$ cat src/i2crts_pkg.sv
// shared types and codes for the i2c register transaction sequencer
package i2crts_pkg;

  // event codes carried in s_axis_tuser
  localparam logic [2:0] OP_BEGIN     = 3'd0;
  localparam logic [2:0] OP_ARB_LOST  = 3'd1;
  localparam logic [2:0] OP_NACK      = 3'd2;
  localparam logic [2:0] OP_STOP_SEEN = 3'd3;
  localparam logic [2:0] OP_RX_BYTE   = 3'd4;
  localparam logic [2:0] OP_TX_READY  = 3'd5;
  localparam logic [2:0] OP_START_ACK = 3'd6;

  // transaction modes
  localparam logic [2:0] MODE_WR_REG8  = 3'd0;
  localparam logic [2:0] MODE_WR_REG16 = 3'd1;
  localparam logic [2:0] MODE_WR_RAW   = 3'd2;
  localparam logic [2:0] MODE_RD_REG8  = 3'd3;
  localparam logic [2:0] MODE_RD_REG16 = 3'd4;
  localparam logic [2:0] MODE_RD_RAW   = 3'd5;

  // completion status
  localparam logic [1:0] ST_OK   = 2'd0;
  localparam logic [1:0] ST_ERR  = 2'd1;
  localparam logic [1:0] ST_BUSY = 2'd2;

  typedef enum logic [3:0] {
    PH_IDLE      = 4'd0,
    PH_W_HI      = 4'd1,
    PH_W_LO      = 4'd2,
    PH_W_DATA    = 4'd3,
    PH_R_HI      = 4'd4,
    PH_R_LO      = 4'd5,
    PH_R_RESTART = 4'd6,
    PH_R_DATA    = 4'd7,
    PH_R_STOP    = 4'd8,
    PH_STOPPING  = 4'd9
  } phase_e;

  typedef struct packed {
    logic [2:0]  opcode;
    logic [2:0]  mode;
    logic [7:0]  slave_addr;
    logic [15:0] sub_addr;
    logic [8:0]  length;
    logic [7:0]  data_byte;
    logic        bus_blocked;
  } item_t;

  typedef struct packed {
    logic        start_request;
    logic        start_as_reader;
    logic [6:0]  bus_addr;
    logic        tx_valid;
    logic [7:0]  tx_byte;
    logic        rx_valid;
    logic [7:0]  rx_byte;
    logic        stop_request;
    logic        done_res;
    logic [1:0]  status;
  } result_t;

endpackage

$ cat src/i2crts_in_reg.sv
// input register stage: holds one accepted event for the sequencer core
module i2crts_in_reg (
  input  logic                 clk_i,
  input  logic                 rst_ni,
  input  logic                 in_valid_i,
  output logic                 in_ready_o,
  input  i2crts_pkg::item_t    in_item_i,
  input  logic                 advance_i,
  output logic                 valid_o,
  output i2crts_pkg::item_t    item_o
);

  logic              valid_q, valid_d;
  i2crts_pkg::item_t item_q;

  // room when empty or when the held event moves on this cycle
  assign in_ready_o = !valid_q || advance_i;

  always_comb begin
    valid_d = valid_q;
    if (in_ready_o) begin
      valid_d = in_valid_i;
    end
  end

  // control flag
  always_ff @(posedge clk_i or negedge rst_ni) begin
    if (!rst_ni) begin
      valid_q <= 1'b0;
    end else begin
      valid_q <= valid_d;
    end
  end

  // payload
  always_ff @(posedge clk_i) begin
    if (in_ready_o && in_valid_i) begin
      item_q <= in_item_i;
    end
  end

  assign valid_o = valid_q;
  assign item_o  = item_q;

endmodule

$ cat src/i2crts_core.sv
// sequencer state and combinational step logic
module i2crts_core #(
  parameter int MAX_LENGTH = 256
) (
  input  logic                 clk_i,
  input  logic                 rst_ni,
  input  logic                 step_en_i,
  input  i2crts_pkg::item_t    item_i,
  output i2crts_pkg::result_t  result_o
);

  localparam int RemW = $clog2(MAX_LENGTH + 1);
  localparam logic [16:0] MaxLen = 17'(MAX_LENGTH);

  i2crts_pkg::phase_e phase_q, phase_d;
  logic [RemW-1:0]    rem_q, rem_d;
  logic [15:0]        reg_q, reg_d;
  logic               is_read_q, is_read_d;
  logic               pend_q, pend_d;
  logic [1:0]         err_q, err_d;
  logic [6:0]         bus_q, bus_d;

  logic [16:0] rem_ext;
  logic [16:0] len_ext;
  logic [16:0] len_sat;
  logic        idle;
  logic        rx_ok;
  logic        mode_ok;

  assign rem_ext = 17'(rem_q);
  assign len_ext = {8'd0, item_i.length};
  assign len_sat = (len_ext > MaxLen) ? MaxLen : len_ext;
  assign idle    = (phase_q == i2crts_pkg::PH_IDLE);
  assign mode_ok = (item_i.mode <= i2crts_pkg::MODE_RD_RAW);
  // a received byte counts only in a read's data, stop and stopping phases while bytes remain
  assign rx_ok   = is_read_q && (rem_ext != 17'd0) &&
                   (phase_q inside {i2crts_pkg::PH_R_DATA, i2crts_pkg::PH_R_STOP,
                                    i2crts_pkg::PH_STOPPING});

  // next state
  always_comb begin
    phase_d   = phase_q;
    rem_d     = rem_q;
    reg_d     = reg_q;
    is_read_d = is_read_q;
    pend_d    = pend_q;
    err_d     = err_q;
    bus_d     = bus_q;
    if (item_i.opcode == i2crts_pkg::OP_BEGIN) begin
      if (!item_i.bus_blocked && idle && mode_ok) begin
        rem_d     = len_sat[RemW-1:0];
        reg_d     = (item_i.mode inside {i2crts_pkg::MODE_WR_REG8, i2crts_pkg::MODE_RD_REG8})
                    ? {8'd0, item_i.sub_addr[7:0]} : item_i.sub_addr;
        is_read_d = (item_i.mode >= i2crts_pkg::MODE_RD_REG8);
        err_d     = i2crts_pkg::ST_OK;
        bus_d     = item_i.slave_addr[7:1];
        pend_d    = 1'b1;
        case (item_i.mode)
          i2crts_pkg::MODE_WR_REG8:  phase_d = i2crts_pkg::PH_W_LO;
          i2crts_pkg::MODE_WR_REG16: phase_d = i2crts_pkg::PH_W_HI;
          i2crts_pkg::MODE_WR_RAW:   phase_d = i2crts_pkg::PH_W_DATA;
          i2crts_pkg::MODE_RD_REG8:  phase_d = i2crts_pkg::PH_R_LO;
          i2crts_pkg::MODE_RD_REG16: phase_d = i2crts_pkg::PH_R_HI;
          default: phase_d = (len_sat > 17'd1) ? i2crts_pkg::PH_R_DATA
                                               : i2crts_pkg::PH_R_STOP;
        endcase
      end
    end else if (!idle) begin
      case (item_i.opcode)
        i2crts_pkg::OP_ARB_LOST: begin
          err_d   = i2crts_pkg::ST_ERR;
          phase_d = i2crts_pkg::PH_IDLE;
          pend_d  = 1'b0;
        end
        i2crts_pkg::OP_NACK: begin
          err_d   = i2crts_pkg::ST_ERR;
          phase_d = i2crts_pkg::PH_STOPPING;
        end
        i2crts_pkg::OP_STOP_SEEN: begin
          phase_d = i2crts_pkg::PH_IDLE;
          pend_d  = 1'b0;
        end
        i2crts_pkg::OP_RX_BYTE: begin
          if (rx_ok) begin
            rem_d = rem_q - RemW'(1);
            // second to last byte: stop now, or after the start is acknowledged
            if (phase_q == i2crts_pkg::PH_R_DATA && rem_ext == 17'd2) begin
              phase_d = pend_q ? i2crts_pkg::PH_R_STOP : i2crts_pkg::PH_STOPPING;
            end
          end
        end
        i2crts_pkg::OP_TX_READY: begin
          case (phase_q)
            i2crts_pkg::PH_W_HI: phase_d = i2crts_pkg::PH_W_LO;
            i2crts_pkg::PH_W_LO: phase_d = i2crts_pkg::PH_W_DATA;
            i2crts_pkg::PH_W_DATA: begin
              if (rem_ext != 17'd0) begin
                rem_d = rem_q - RemW'(1);
              end else begin
                phase_d = i2crts_pkg::PH_STOPPING;
              end
            end
            i2crts_pkg::PH_R_HI: phase_d = i2crts_pkg::PH_R_LO;
            i2crts_pkg::PH_R_LO: phase_d = i2crts_pkg::PH_R_RESTART;
            i2crts_pkg::PH_R_RESTART: begin
              pend_d  = 1'b1;
              phase_d = (rem_ext > 17'd1) ? i2crts_pkg::PH_R_DATA : i2crts_pkg::PH_R_STOP;
            end
            default: ;
          endcase
        end
        i2crts_pkg::OP_START_ACK: begin
          pend_d = 1'b0;
          if (phase_q == i2crts_pkg::PH_R_STOP) begin
            phase_d = i2crts_pkg::PH_STOPPING;
          end
        end
        default: ;
      endcase
    end
  end

  // step outputs
  always_comb begin
    result_o = '0;
    if (item_i.opcode == i2crts_pkg::OP_BEGIN) begin
      if (item_i.bus_blocked || !idle) begin
        result_o.done_res = 1'b1;
        result_o.status   = i2crts_pkg::ST_BUSY;
      end else if (!mode_ok) begin
        result_o.done_res = 1'b1;
        result_o.status   = i2crts_pkg::ST_ERR;
      end else begin
        result_o.start_request   = 1'b1;
        result_o.start_as_reader = (item_i.mode == i2crts_pkg::MODE_RD_RAW);
        result_o.bus_addr        = item_i.slave_addr[7:1];
      end
    end else if (!idle) begin
      case (item_i.opcode)
        i2crts_pkg::OP_ARB_LOST: begin
          result_o.done_res = 1'b1;
          result_o.status   = i2crts_pkg::ST_ERR;
        end
        i2crts_pkg::OP_NACK: begin
          result_o.stop_request = 1'b1;
        end
        i2crts_pkg::OP_STOP_SEEN: begin
          result_o.done_res = 1'b1;
          result_o.status   = (is_read_q && rem_ext != 17'd0) ? i2crts_pkg::ST_ERR : err_q;
        end
        i2crts_pkg::OP_RX_BYTE: begin
          if (rx_ok) begin
            result_o.rx_valid = 1'b1;
            result_o.rx_byte  = item_i.data_byte;
            if (phase_q == i2crts_pkg::PH_R_DATA && rem_ext == 17'd2 && !pend_q) begin
              result_o.stop_request = 1'b1;
            end
          end
        end
        i2crts_pkg::OP_TX_READY: begin
          case (phase_q)
            i2crts_pkg::PH_W_HI, i2crts_pkg::PH_R_HI: begin
              result_o.tx_valid = 1'b1;
              result_o.tx_byte  = reg_q[15:8];
            end
            i2crts_pkg::PH_W_LO, i2crts_pkg::PH_R_LO: begin
              result_o.tx_valid = 1'b1;
              result_o.tx_byte  = reg_q[7:0];
            end
            i2crts_pkg::PH_W_DATA: begin
              if (rem_ext != 17'd0) begin
                result_o.tx_valid = 1'b1;
                result_o.tx_byte  = item_i.data_byte;
              end else begin
                result_o.stop_request = 1'b1;
              end
            end
            i2crts_pkg::PH_R_RESTART: begin
              result_o.start_request   = 1'b1;
              result_o.start_as_reader = 1'b1;
              result_o.bus_addr        = bus_q;
            end
            default: ;
          endcase
        end
        i2crts_pkg::OP_START_ACK: begin
          if (phase_q == i2crts_pkg::PH_R_STOP) begin
            result_o.stop_request = 1'b1;
          end
        end
        default: ;
      endcase
    end
  end

  // state registers
  always_ff @(posedge clk_i or negedge rst_ni) begin
    if (!rst_ni) begin
      phase_q   <= i2crts_pkg::PH_IDLE;
      rem_q     <= '0;
      reg_q     <= '0;
      is_read_q <= 1'b0;
      pend_q    <= 1'b0;
      err_q     <= i2crts_pkg::ST_OK;
      bus_q     <= '0;
    end else if (step_en_i) begin
      phase_q   <= phase_d;
      rem_q     <= rem_d;
      reg_q     <= reg_d;
      is_read_q <= is_read_d;
      pend_q    <= pend_d;
      err_q     <= err_d;
      bus_q     <= bus_d;
    end
  end

  // no start can be outstanding while idle
  a_idle_no_pend: assert property (@(posedge clk_i) disable iff (!rst_ni)
    phase_q == i2crts_pkg::PH_IDLE |-> !pend_q)
    else $error("start pending while idle");

  // read phases belong to read transactions only
  a_read_phase: assert property (@(posedge clk_i) disable iff (!rst_ni)
    (phase_q == i2crts_pkg::PH_R_HI || phase_q == i2crts_pkg::PH_R_LO ||
     phase_q == i2crts_pkg::PH_R_RESTART || phase_q == i2crts_pkg::PH_R_DATA ||
     phase_q == i2crts_pkg::PH_R_STOP) |-> is_read_q)
    else $error("read phase without read transaction");

  // byte count never exceeds the saturation limit
  a_rem_bound: assert property (@(posedge clk_i) disable iff (!rst_ni)
    rem_ext <= MaxLen)
    else $error("remaining count above limit");

  // state moves only on a processed event
  a_hold: assert property (@(posedge clk_i) disable iff (!rst_ni)
    !step_en_i |=> $stable(phase_q) && $stable(rem_q) && $stable(pend_q))
    else $error("state changed without an event");

endmodule

$ cat src/i2c_register_transaction_sequencer.sv
// top level of the i2c register transaction sequencer
//
// Usage: the block sits above a byte-level i2c master. Every bus event or
// begin request enters on the s_axis channel (event code in s_axis_tuser,
// arguments in s_axis_tdata) and produces exactly one result on m_axis:
// start/restart requests, a byte to transmit, a received byte to store,
// a stop request and the done flag with its status.
// Timing: the event passes the input register and then the result register,
// and a stall on m_axis holds it in the input register.
// Throughput: one event per cycle while m_axis_tready does not hold back the
// result register; the step logic reads the sequencer state and the
// registered event and updates both.
// Reset clears the sequencer to idle, empties both register stages and
// drops m_axis_tvalid. When the receiver holds m_axis_tready low, the
// result stays put, the event behind it waits in the input register and
// s_axis_tready falls only once both stages are full.
module i2c_register_transaction_sequencer #(
  parameter int MAX_LENGTH = 256
) (
  input  logic        clk_i,
  input  logic        rst_ni,
  input  logic        s_axis_tvalid,
  output logic        s_axis_tready,
  // tuser: opcode[2:0]
  input  logic [2:0]  s_axis_tuser,
  // tdata: mode[2:0], slave_addr[10:3], sub_addr[26:11], length[35:27],
  //        data_byte[43:36], bus_blocked[44], ignored[47:45]
  input  logic [47:0] s_axis_tdata,
  output logic        m_axis_tvalid,
  input  logic        m_axis_tready,
  // tdata: start_request[0], start_as_reader[1], bus_addr[8:2], tx_valid[9],
  //        tx_byte[17:10], rx_valid[18], rx_byte[26:19], stop_request[27],
  //        done_res[28], status[30:29], zero fill[31]
  output logic [31:0] m_axis_tdata
);

  i2crts_pkg::item_t   in_item;
  i2crts_pkg::item_t   held_item;
  i2crts_pkg::result_t step_res;
  i2crts_pkg::result_t res_q;
  logic                held_valid;
  logic                advance;
  logic                step_en;
  logic                out_valid_q, out_valid_d;

  // unpack the incoming transaction
  assign in_item.opcode      = s_axis_tuser;
  assign in_item.mode        = s_axis_tdata[2:0];
  assign in_item.slave_addr  = s_axis_tdata[10:3];
  assign in_item.sub_addr    = s_axis_tdata[26:11];
  assign in_item.length      = s_axis_tdata[35:27];
  assign in_item.data_byte   = s_axis_tdata[43:36];
  assign in_item.bus_blocked = s_axis_tdata[44];

  // the result register frees up when empty or when taken
  assign advance = !out_valid_q || m_axis_tready;
  assign step_en = held_valid && advance;

  i2crts_in_reg u_in_reg (
    .clk_i      (clk_i),
    .rst_ni     (rst_ni),
    .in_valid_i (s_axis_tvalid),
    .in_ready_o (s_axis_tready),
    .in_item_i  (in_item),
    .advance_i  (advance),
    .valid_o    (held_valid),
    .item_o     (held_item)
  );

  i2crts_core #(
    .MAX_LENGTH (MAX_LENGTH)
  ) u_core (
    .clk_i     (clk_i),
    .rst_ni    (rst_ni),
    .step_en_i (step_en),
    .item_i    (held_item),
    .result_o  (step_res)
  );

  always_comb begin
    out_valid_d = out_valid_q;
    if (advance) begin
      out_valid_d = held_valid;
    end
  end

  // result valid flag
  always_ff @(posedge clk_i or negedge rst_ni) begin
    if (!rst_ni) begin
      out_valid_q <= 1'b0;
    end else begin
      out_valid_q <= out_valid_d;
    end
  end

  // result payload
  always_ff @(posedge clk_i) begin
    if (step_en) begin
      res_q <= step_res;
    end
  end

  // pack the outgoing transaction
  assign m_axis_tvalid = out_valid_q;
  assign m_axis_tdata  = {1'b0, res_q.status, res_q.done_res, res_q.stop_request,
                          res_q.rx_byte, res_q.rx_valid, res_q.tx_byte, res_q.tx_valid,
                          res_q.bus_addr, res_q.start_as_reader, res_q.start_request};

endmodule
$ cat config.mk
export PLATFORM = sky130hd
export DESIGN_NAME = i2c_register_transaction_sequencer
export DESIGN_NICKNAME = d
export VERILOG_FILES = /design/src/i2crts_pkg.sv /design/src/i2crts_in_reg.sv /design/src/i2crts_core.sv /design/src/i2c_register_transaction_sequencer.sv
export SDC_FILE = /design/constraint.sdc
export NUM_CORES = 1
export LEC_CHECK = 0
export ABC_AREA = 1
export BUFFER_PORTS_ARGS = -buffer_cell sky130_fd_sc_hd__buf_2
export CAP_MARGIN = 20
export CORE_MARGIN = 3
export CORE_UTILIZATION = 48
export DETAILED_ROUTE_END_ITERATION = 10
export PLACE_DENSITY = 0.83
export SYNTH_ARGS = -nofsm -noshare
export SYNTH_HDL_FRONTEND = slang
export SYNTH_SLANG_ARGS = --single-unit
$ cat constraint.sdc
create_clock -name clk_i -period 3.1 [get_ports clk_i]
set_input_delay 0.31 -clock clk_i [delete_from_list [all_inputs] [get_ports clk_i]]
set_output_delay 0.31 -clock clk_i [all_outputs]
set_load 0.05 [all_outputs]
==> results of run 1 <==
-- kinds of logic (layout without fill, tap and decap cells) --
family / count (synthesis) / after routing / share of synthesized area
buffers and inverters: 80 / 234 / 0.0622
xor gates and xnor gates: 2 / 2 / 0.00330
other: 1 / 2 / 0.000707
and+or+nand+nor: 261 / 261 / 0.215
AOI/OAI and AO/OA: 71 / 71 / 0.0743
adders and majority gates: 4 / 4 / 0.00943
DFF: 119 / 119 / 0.635
-- worst max-delay path, cell delays in order (launching register included) --
cell,delay (ns)
edfxtp_1,0.48
nor2_2,0.16
nand2_2,0.23
inv_2,0.15
nand4_2,0.17
buf_4,0.24
inv_1,0.58
o21ai_0,0.21
-- timing repair --
item / CTS / global route
hold endpoints to repair: 88 / 0
hold buffers: 48 / 0
gates resized for setup: 0 / 0
-- cell usage after synthesis --
library cell	instances
nand2_4	3
dfrtp_1	41
nand3b_1	1
nor3_2	1
o21bai_1	1
conb_1	1
buf_2	3
buf_6	3
inv_2	3
ha_1	4
o211ai_1	2
edfxtp_1	78
o21ai_2	2
nand2_2	5
a211oi_1	1
inv_1	63
nor2_4	3
nor3_1	7
a31o_2	1
xor2_1	2
buf_4	1
o22ai_1	7
nor2_1	44
nand2_1	144
nand4_2	1
nor2_2	5
clkbuf_1	5
o2bb2ai_1	1
a31oi_1	1
nand3_2	1
nand4_1	1
or2_2	1
nand3_1	44
o41ai_1	1
a21oi_1	14
clkinv_1	2
o21ai_0	40
-- where the power goes --
group / switching [uW] / internal (uW) / leakage (uW)
Combinational: 1000 / 444 / 0.00164
Sequential: 219 / 2030 / 0.00125
Clock: 697 / 973 / 0.000248
-- state kept, by name, summed over array words and instances, names as in the netlist, 4 cells and up --
signal           count
u_core.rem_q         9
u_core.phase_q       4
u_core.bus_q         7
m_axis_tdata        31
u_core.reg_q        16
u_in_reg.item_o     47
-- layout make-up --
class,instances,area [um2]
clock inverter,13,83.8
fill,750,3710
sequential,119,3370
clock buffer,19,422
antenna,1,2.50
tap,136,170
multi-input combinational,339,1620
timing repair buffer,134,918
inverter,68,255
-- stage by stage --
stage	total power (uW)	util	worst slack (ns)	cells	hold WS (ns)
floorplan	3250	-	0.534	538	0.0144
global placement	3520	0.554	0.953	748	0.437
detailed placement	3600	0.554	0.769	748	0.442
CTS	5310	0.648	0.734	828	0.0188
global route	5660	0.648	0.488	829	0.0421
finish	5370	0.648	0.688	829	0.0328
-- metal layers --
| layer | routed length [um] | track usage | part of all wire | vias up |
|---|---|---|---|---|
| li1 | - | - | - | 2060 |
| met1 | 5050 | 0.261 | 0.38 | 2017 |
| met2 | 6940 | 0.396 | 0.52 | 251 |
| met3 | 1050 | 0.0590 | 0.078 | 36 |
| met4 | 413 | 0.115 | 0.031 | 0 |
| met5 | 0 | 0 | 0 | - |
-- worst paths after layout --
path | from | endpoint | slack, ns | cells after the start
max | u_in_reg.item_o[47] | u_core.reg_q[6] | 0.69 | 7
min | s_axis_tvalid | u_in_reg.valid_o | 0.03 | 3
max reg2reg | u_in_reg.item_o[47] | u_core.reg_q[6] | 0.69 | 7
min reg2reg | u_in_reg.item_o[18] | u_core.reg_q[0] | 0.45 | 2
max in group asynchronous | rst_ni | u_core.reg_q[2] | 2.00 | 2
min in group asynchronous | rst_ni | u_core.bus_q[4] | 0.49 | 2
==> key figures, run 1 <==
Final layout
  • Commonest non-fill, non-tap cell in the layout: nand2_1
  • NumNets Final: 738
  • Area growth, synth to finish: 28.9%
  • Layout cell share with drive strength beyond 1: 0.208
  • Post-route cell area: roughly 6800 um2
  • Most frequent cells in the layout: 144 x nand2_1, 83 x buf_2, 78 x edfxtp_1

Timing
  • Max transition margin: 0.314
  • Setup TNS: 0 ns
  • Hold violation count in the final report: 0
  • Slew Limit Fails: 0
  • Crit path time final: 2.41 ns
  • Worst Tran Pin Value: 1.03 ns
  • Setup violators final: 0
  • Clk_skew: roughly 0.014 ns
  • Fmax achieved: 415 MHz
  • RSZ-0062 raised after global routing: false
  • Final period utilization: 0.778

Floorplan
  • I/O Pins: 89
  • Rows: 37
  • Full die area: 12400 um2
  • Starting Density: 0.503
  • Die Y: approximately 110 um
  • Core ar.: 10600 um2
  • Die width: 111 um

Drt
  • Detailed Route Iter0 Violations: 362
  • Antenna Nets Post-Route: 0
  • Vias per Instance: between 5 and 6
  • Post-Route WL: between 10 and 15 mm
  • DRC violations left: 0
  • WL/cell: 16.2 um
  • Vias: 4364
  • Drt pass-1 iters: 5

Clock network
  • Clock Pin Slew Worst Setup and Hold Paths: ~0.060 ns
  • Insertion delay to the later sink of the worst-skew pair: around 0.52 ns
  • CTS root buffer: clkbuf_8
  • CTS Buffer Depth: 2
  • Postcts setup bufs: 0
  • Cts bufs inserted: 17
  • CTS tree: done
  • Number of H-tree levels: 4
  • # clock sinks: 119

Global routing
  • Total GRT Usage: 0.228
  • Initial antenna violation count: 1
  • Vias in the first global route: ~4600
  • Grt total ovfl: 0
  • First-pass GRT wire length: ~22 mm
  • Largest net degree at the start of global routing: 48

Outcome
  • Status: complete, no violations

Yosys
  • FF+latch count, synth: 119
  • Netlist Area Pre-Place: 5310 um2
  • Sequential area share after synthesis: 0.635
  • Largest cells by area after synthesis: edfxtp_1 44%, dfrtp_1 19%, nand2_1 10%
  • Top cell type's share of synthesized area: 0.441
  • Synthesized area per cell: 9.87 um2
  • Syn nets: 597
  • Cell count after synthesis: 538
  • Cell taking the most area after synthesis: edfxtp_1
  • Distinct cell type count of the synthesized netlist: 37
  • Synth Warn #: 0

Pwr
  • Leakage power: around 0.0031 uW
  • Peak supply drop: approximately 650 uV
  • Power Dens Cells: 785 nW/um2

Flow run
  • Max capacitance violation total: 0

Setup path
  • Critical Path RT: approximately 3.5 ns
  • CP Capture Type: flip-flop
  • Maximum fanout along the worst path: 31
  • Critical path launch point type: flip-flop
  • Kind of critical path: reg -> reg
  • Arrival time at the worst endpoint: 2.76 ns

Placed design
  • Cell area after placement: 5850 um2
  • Global placer's final weighted congestion: 0.898
  • Port bufs: 83
  • DP Wirelength: 8.11 mm

Worst hold path
  • HP Class: in -> reg
No activity file was read; power rests on OpenSTA's default activity.
==> inputs of run 2 (changes only) <==
clock period = 2.07 ns   (was 3.1 ns; I/O delays follow)
==> run 2 against run 1 <==
Sequential share of layout area is 1.6 points lower. Total power increased by 58%. Sequential power up 49%. Clock skew shrank 0.0056 ns. Critical endpoint is now m_axis_tdata[2]. Highest routed layer unchanged.
==> key figures, run 2 (synthesized netlist as in run 1, its figures left out) <==
Outcome
  • Status: complete, no violations

Timing
  • Setup violators final: 0 (unchanged)
  • RSZ-0062 raised after global routing: false
  • Hold violation count in the final report: 0 (unchanged)
  • Setup TNS: 0 ns (unchanged)
  • Clk_skew: 0.00804 ns (-0.00560 ns)
  • Fmax achieved: 516 MHz (+24%)
  • Slew Limit Fails: 0 (unchanged)
  • Worst Tran Pin Value: 0.533 ns (-0.496 ns)
  • Final period utilization: 0.937 (+0.159)
  • Max transition margin: 0.641 (+0.327)
  • Crit path time final: 1.94 ns (-0.473 ns)

Flow run
  • Max capacitance violation total: 0 (unchanged)

Setup path
  • Maximum fanout along the worst path: 9 (-71%)
  • CP Capture Type: flip-flop
  • Kind of critical path: reg -> reg
  • Critical path launch point type: flip-flop
  • Arrival time at the worst endpoint: 2.26 ns (-0.50 ns)
  • Critical Path RT: 2.39 ns (-1.06 ns)

Placed design
  • Port bufs: 83 (unchanged)
  • Global placer's final weighted congestion: 0.943 (+5.1%)
  • Cell area after placement: 5970 um2 (+2.0%)
  • DP Cell Count: 757 (+1.2%)
  • DP Wirelength: 8.27 mm (+2.1%)

Clock network
  • Cts bufs inserted: 17 (unchanged)
  • CTS Buffer Depth: 2 (unchanged)
  • Number of H-tree levels: 4 (unchanged)
  • CTS tree: done
  • Clock Pin Slew Worst Setup and Hold Paths: 0.06 ns (about the same)
  • CTS root buffer: clkbuf_8
  • Insertion delay to the later sink of the worst-skew pair: 0.52 ns (about the same)
  • # clock sinks: 119 (unchanged)

Final layout
  • Post-route cell area: 7070 um2 (+3.3%)
  • NumNets Final: 750 (+1.6%)
  • Post-route insts no fill: 840 (+1.3%)
  • Most frequent cells in the layout: 144 x nand2_1, 83 x buf_2, 78 x edfxtp_1
  • Commonest non-fill, non-tap cell in the layout: nand2_1
  • Number of diodes: 0 (-1)
  • Layout cell share with drive strength beyond 1: 0.227 (+0.0192)
  • Area growth, synth to finish: 33.1%
  • Largest register FFs: 47 (unchanged)

Drt
  • DRT met1 WL: 5.47 mm (+8.4%)
  • DR WL met3: 774 um (-26%)
  • Max layer used: met4
  • Post-Route WL: 13.1 mm (-2.6%)
  • DRC violations left: 0 (unchanged)
  • Vias per Instance: 5.23 (-0.61%)
  • Vias: 4395 (+0.71%)
  • Drt pass-1 iters: 5 (unchanged)
  • Met2 wire length: 6.61 mm (-4.7%)
  • Antenna Nets Post-Route: 0 (unchanged)
  • Detailed Route Iter0 Violations: 464 (+28%)
  • WL/cell: 15.6 um (-3.9%)

Pwr
  • Clk pwr share: 0.344 (+0.033)
  • Peak supply drop: 708 uV (+9.2%)
  • NetSw: 2870 uW (+49%)
  • Leakage power: 0.00324 uW (+3.2%)
  • Power Dens Cells: 1200 nW/um2 (+53%)
  • Flop pwr share: 0.395 (-0.024)
  • Comb power frac: 0.261 (-0.009)
  • Internal: 5620 uW (+63%)
  • Switch share: 0.338 (-0.0193)

Global routing
  • Vias in the first global route: 4350 (-4.4%)
  • Largest net degree at the start of global routing: 48 (unchanged)
  • First-pass GRT wire length: 21.5 mm (-2.7%)
  • Total GRT Usage: 0.221 (-0.00747)
  • Initial antenna violation count: 0 (-1)
  • Grt total ovfl: 0 (unchanged)

Floorplan
  • I/O Pins: 89 (unchanged)
  • Full die area: 12400 um2 (unchanged)
  • Rows: 37 (unchanged)
  • Die width: 111 um (unchanged)
  • Die Y: 111 um (unchanged)
  • Starting Density: 0.503 (unchanged)
  • Core ar.: 10600 um2 (unchanged)

Worst hold path
  • HP Class: in -> reg
==> run 2: cell count changes in the layout (fill, tap and decap cells not counted), sizes merged <==
cell	delta
clkinvlp	+1
diode	-1
dlygate4sd3	+1
inv	-1
buf	+11
clkinv	-4
clkbuf	+1
bufinv	+3
==> run 2: layer usage <==
| layer | vias up | track usage |
|---|---|---|
| li1 | 2087 | - |
| met1 | 2091 | 0.279 |
| met2 | 191 | 0.369 |
| met3 | 26 | 0.0595 |
| met4 | 0 | 0.0770 |
| met5 | - | 0 |
==> run 2: path summary, 6_finish.rpt <==
| path | from | slack, ns | to | cells past startpoint |
|---|---|---|---|---|
| min in group asynchronous | rst_ni | 0.18 | m_axis_tvalid | 2 |
| worst max-delay path | u_in_reg.item_o[46] | 0.13 | m_axis_tdata[2] | 7 |
| max in group asynchronous | rst_ni | 1.32 | u_core.reg_q[12] | 3 |
| worst min-delay path | m_axis_tready | 0.03 | u_in_reg.valid_o | 4 |
| worst min register to register | u_in_reg.item_o[21] | 0.44 | u_core.reg_q[3] | 2 |
| worst max register to register | u_in_reg.item_o[46] | 0.13 | m_axis_tdata[2] | 7 |
==> run 2: repair_timing <==
action	4_1_cts	5_1_grt
setup buffers	0	2
setup endpoints to repair	0	13
endpoints found under the hold margin	73	0
hold buffers	49	0
gates resized for setup	0	1
==> run 2: area by class of cell <==
type	count	area, um2
Clock buffer	20	435
Clock inverter	12	150
Fill cell	753	3490
Inverter	68	259
Multi-Input combinational cell	339	1660
Sequential cell	119	3370
Tap cell	136	170
Timing Repair Buffer	146	1020
==> run 2: critical path, cell delays in order, from the launching register on <==
cell	delay, ns
edfxtp_1	0.44
inv_1	0.13
nand2_1	0.12
inv_1	0.13
nand2_1	0.14
nor2_1	0.19
nand2_1	0.25
o21ai_0	0.34
==> run 2: metrics by stage <==
| stage | total power [uW] | utilization | worst slack, ns | hold slack, ns |
|---|---|---|---|---|
| after global routing | 8920 | 0.670 | 0.0192 | 0.0341 |
| after detailed placement | 5440 | 0.566 | 0.184 | 0.162 |
| after global placement | 5340 | 0.566 | 0.216 | 0.153 |
| after CTS | 8430 | 0.668 | 0.156 | 0.0105 |
| final | 8480 | 0.670 | 0.131 | 0.0310 |
| after floorplan | 4890 | - | -0.00648 | -0.0886 |
==> run 2: power by group through the flow <==
stage | logic (uW) | registers [uW] | clock network, uW
after floorplan | 1370 | 3520 | 0
after global placement | 1990 | 3350 | 0
after detailed placement | 2060 | 3380 | 0
after CTS | 2170 | 3340 | 2930
after global routing | 2450 | 3400 | 3070
final | 2210 | 3350 | 2920
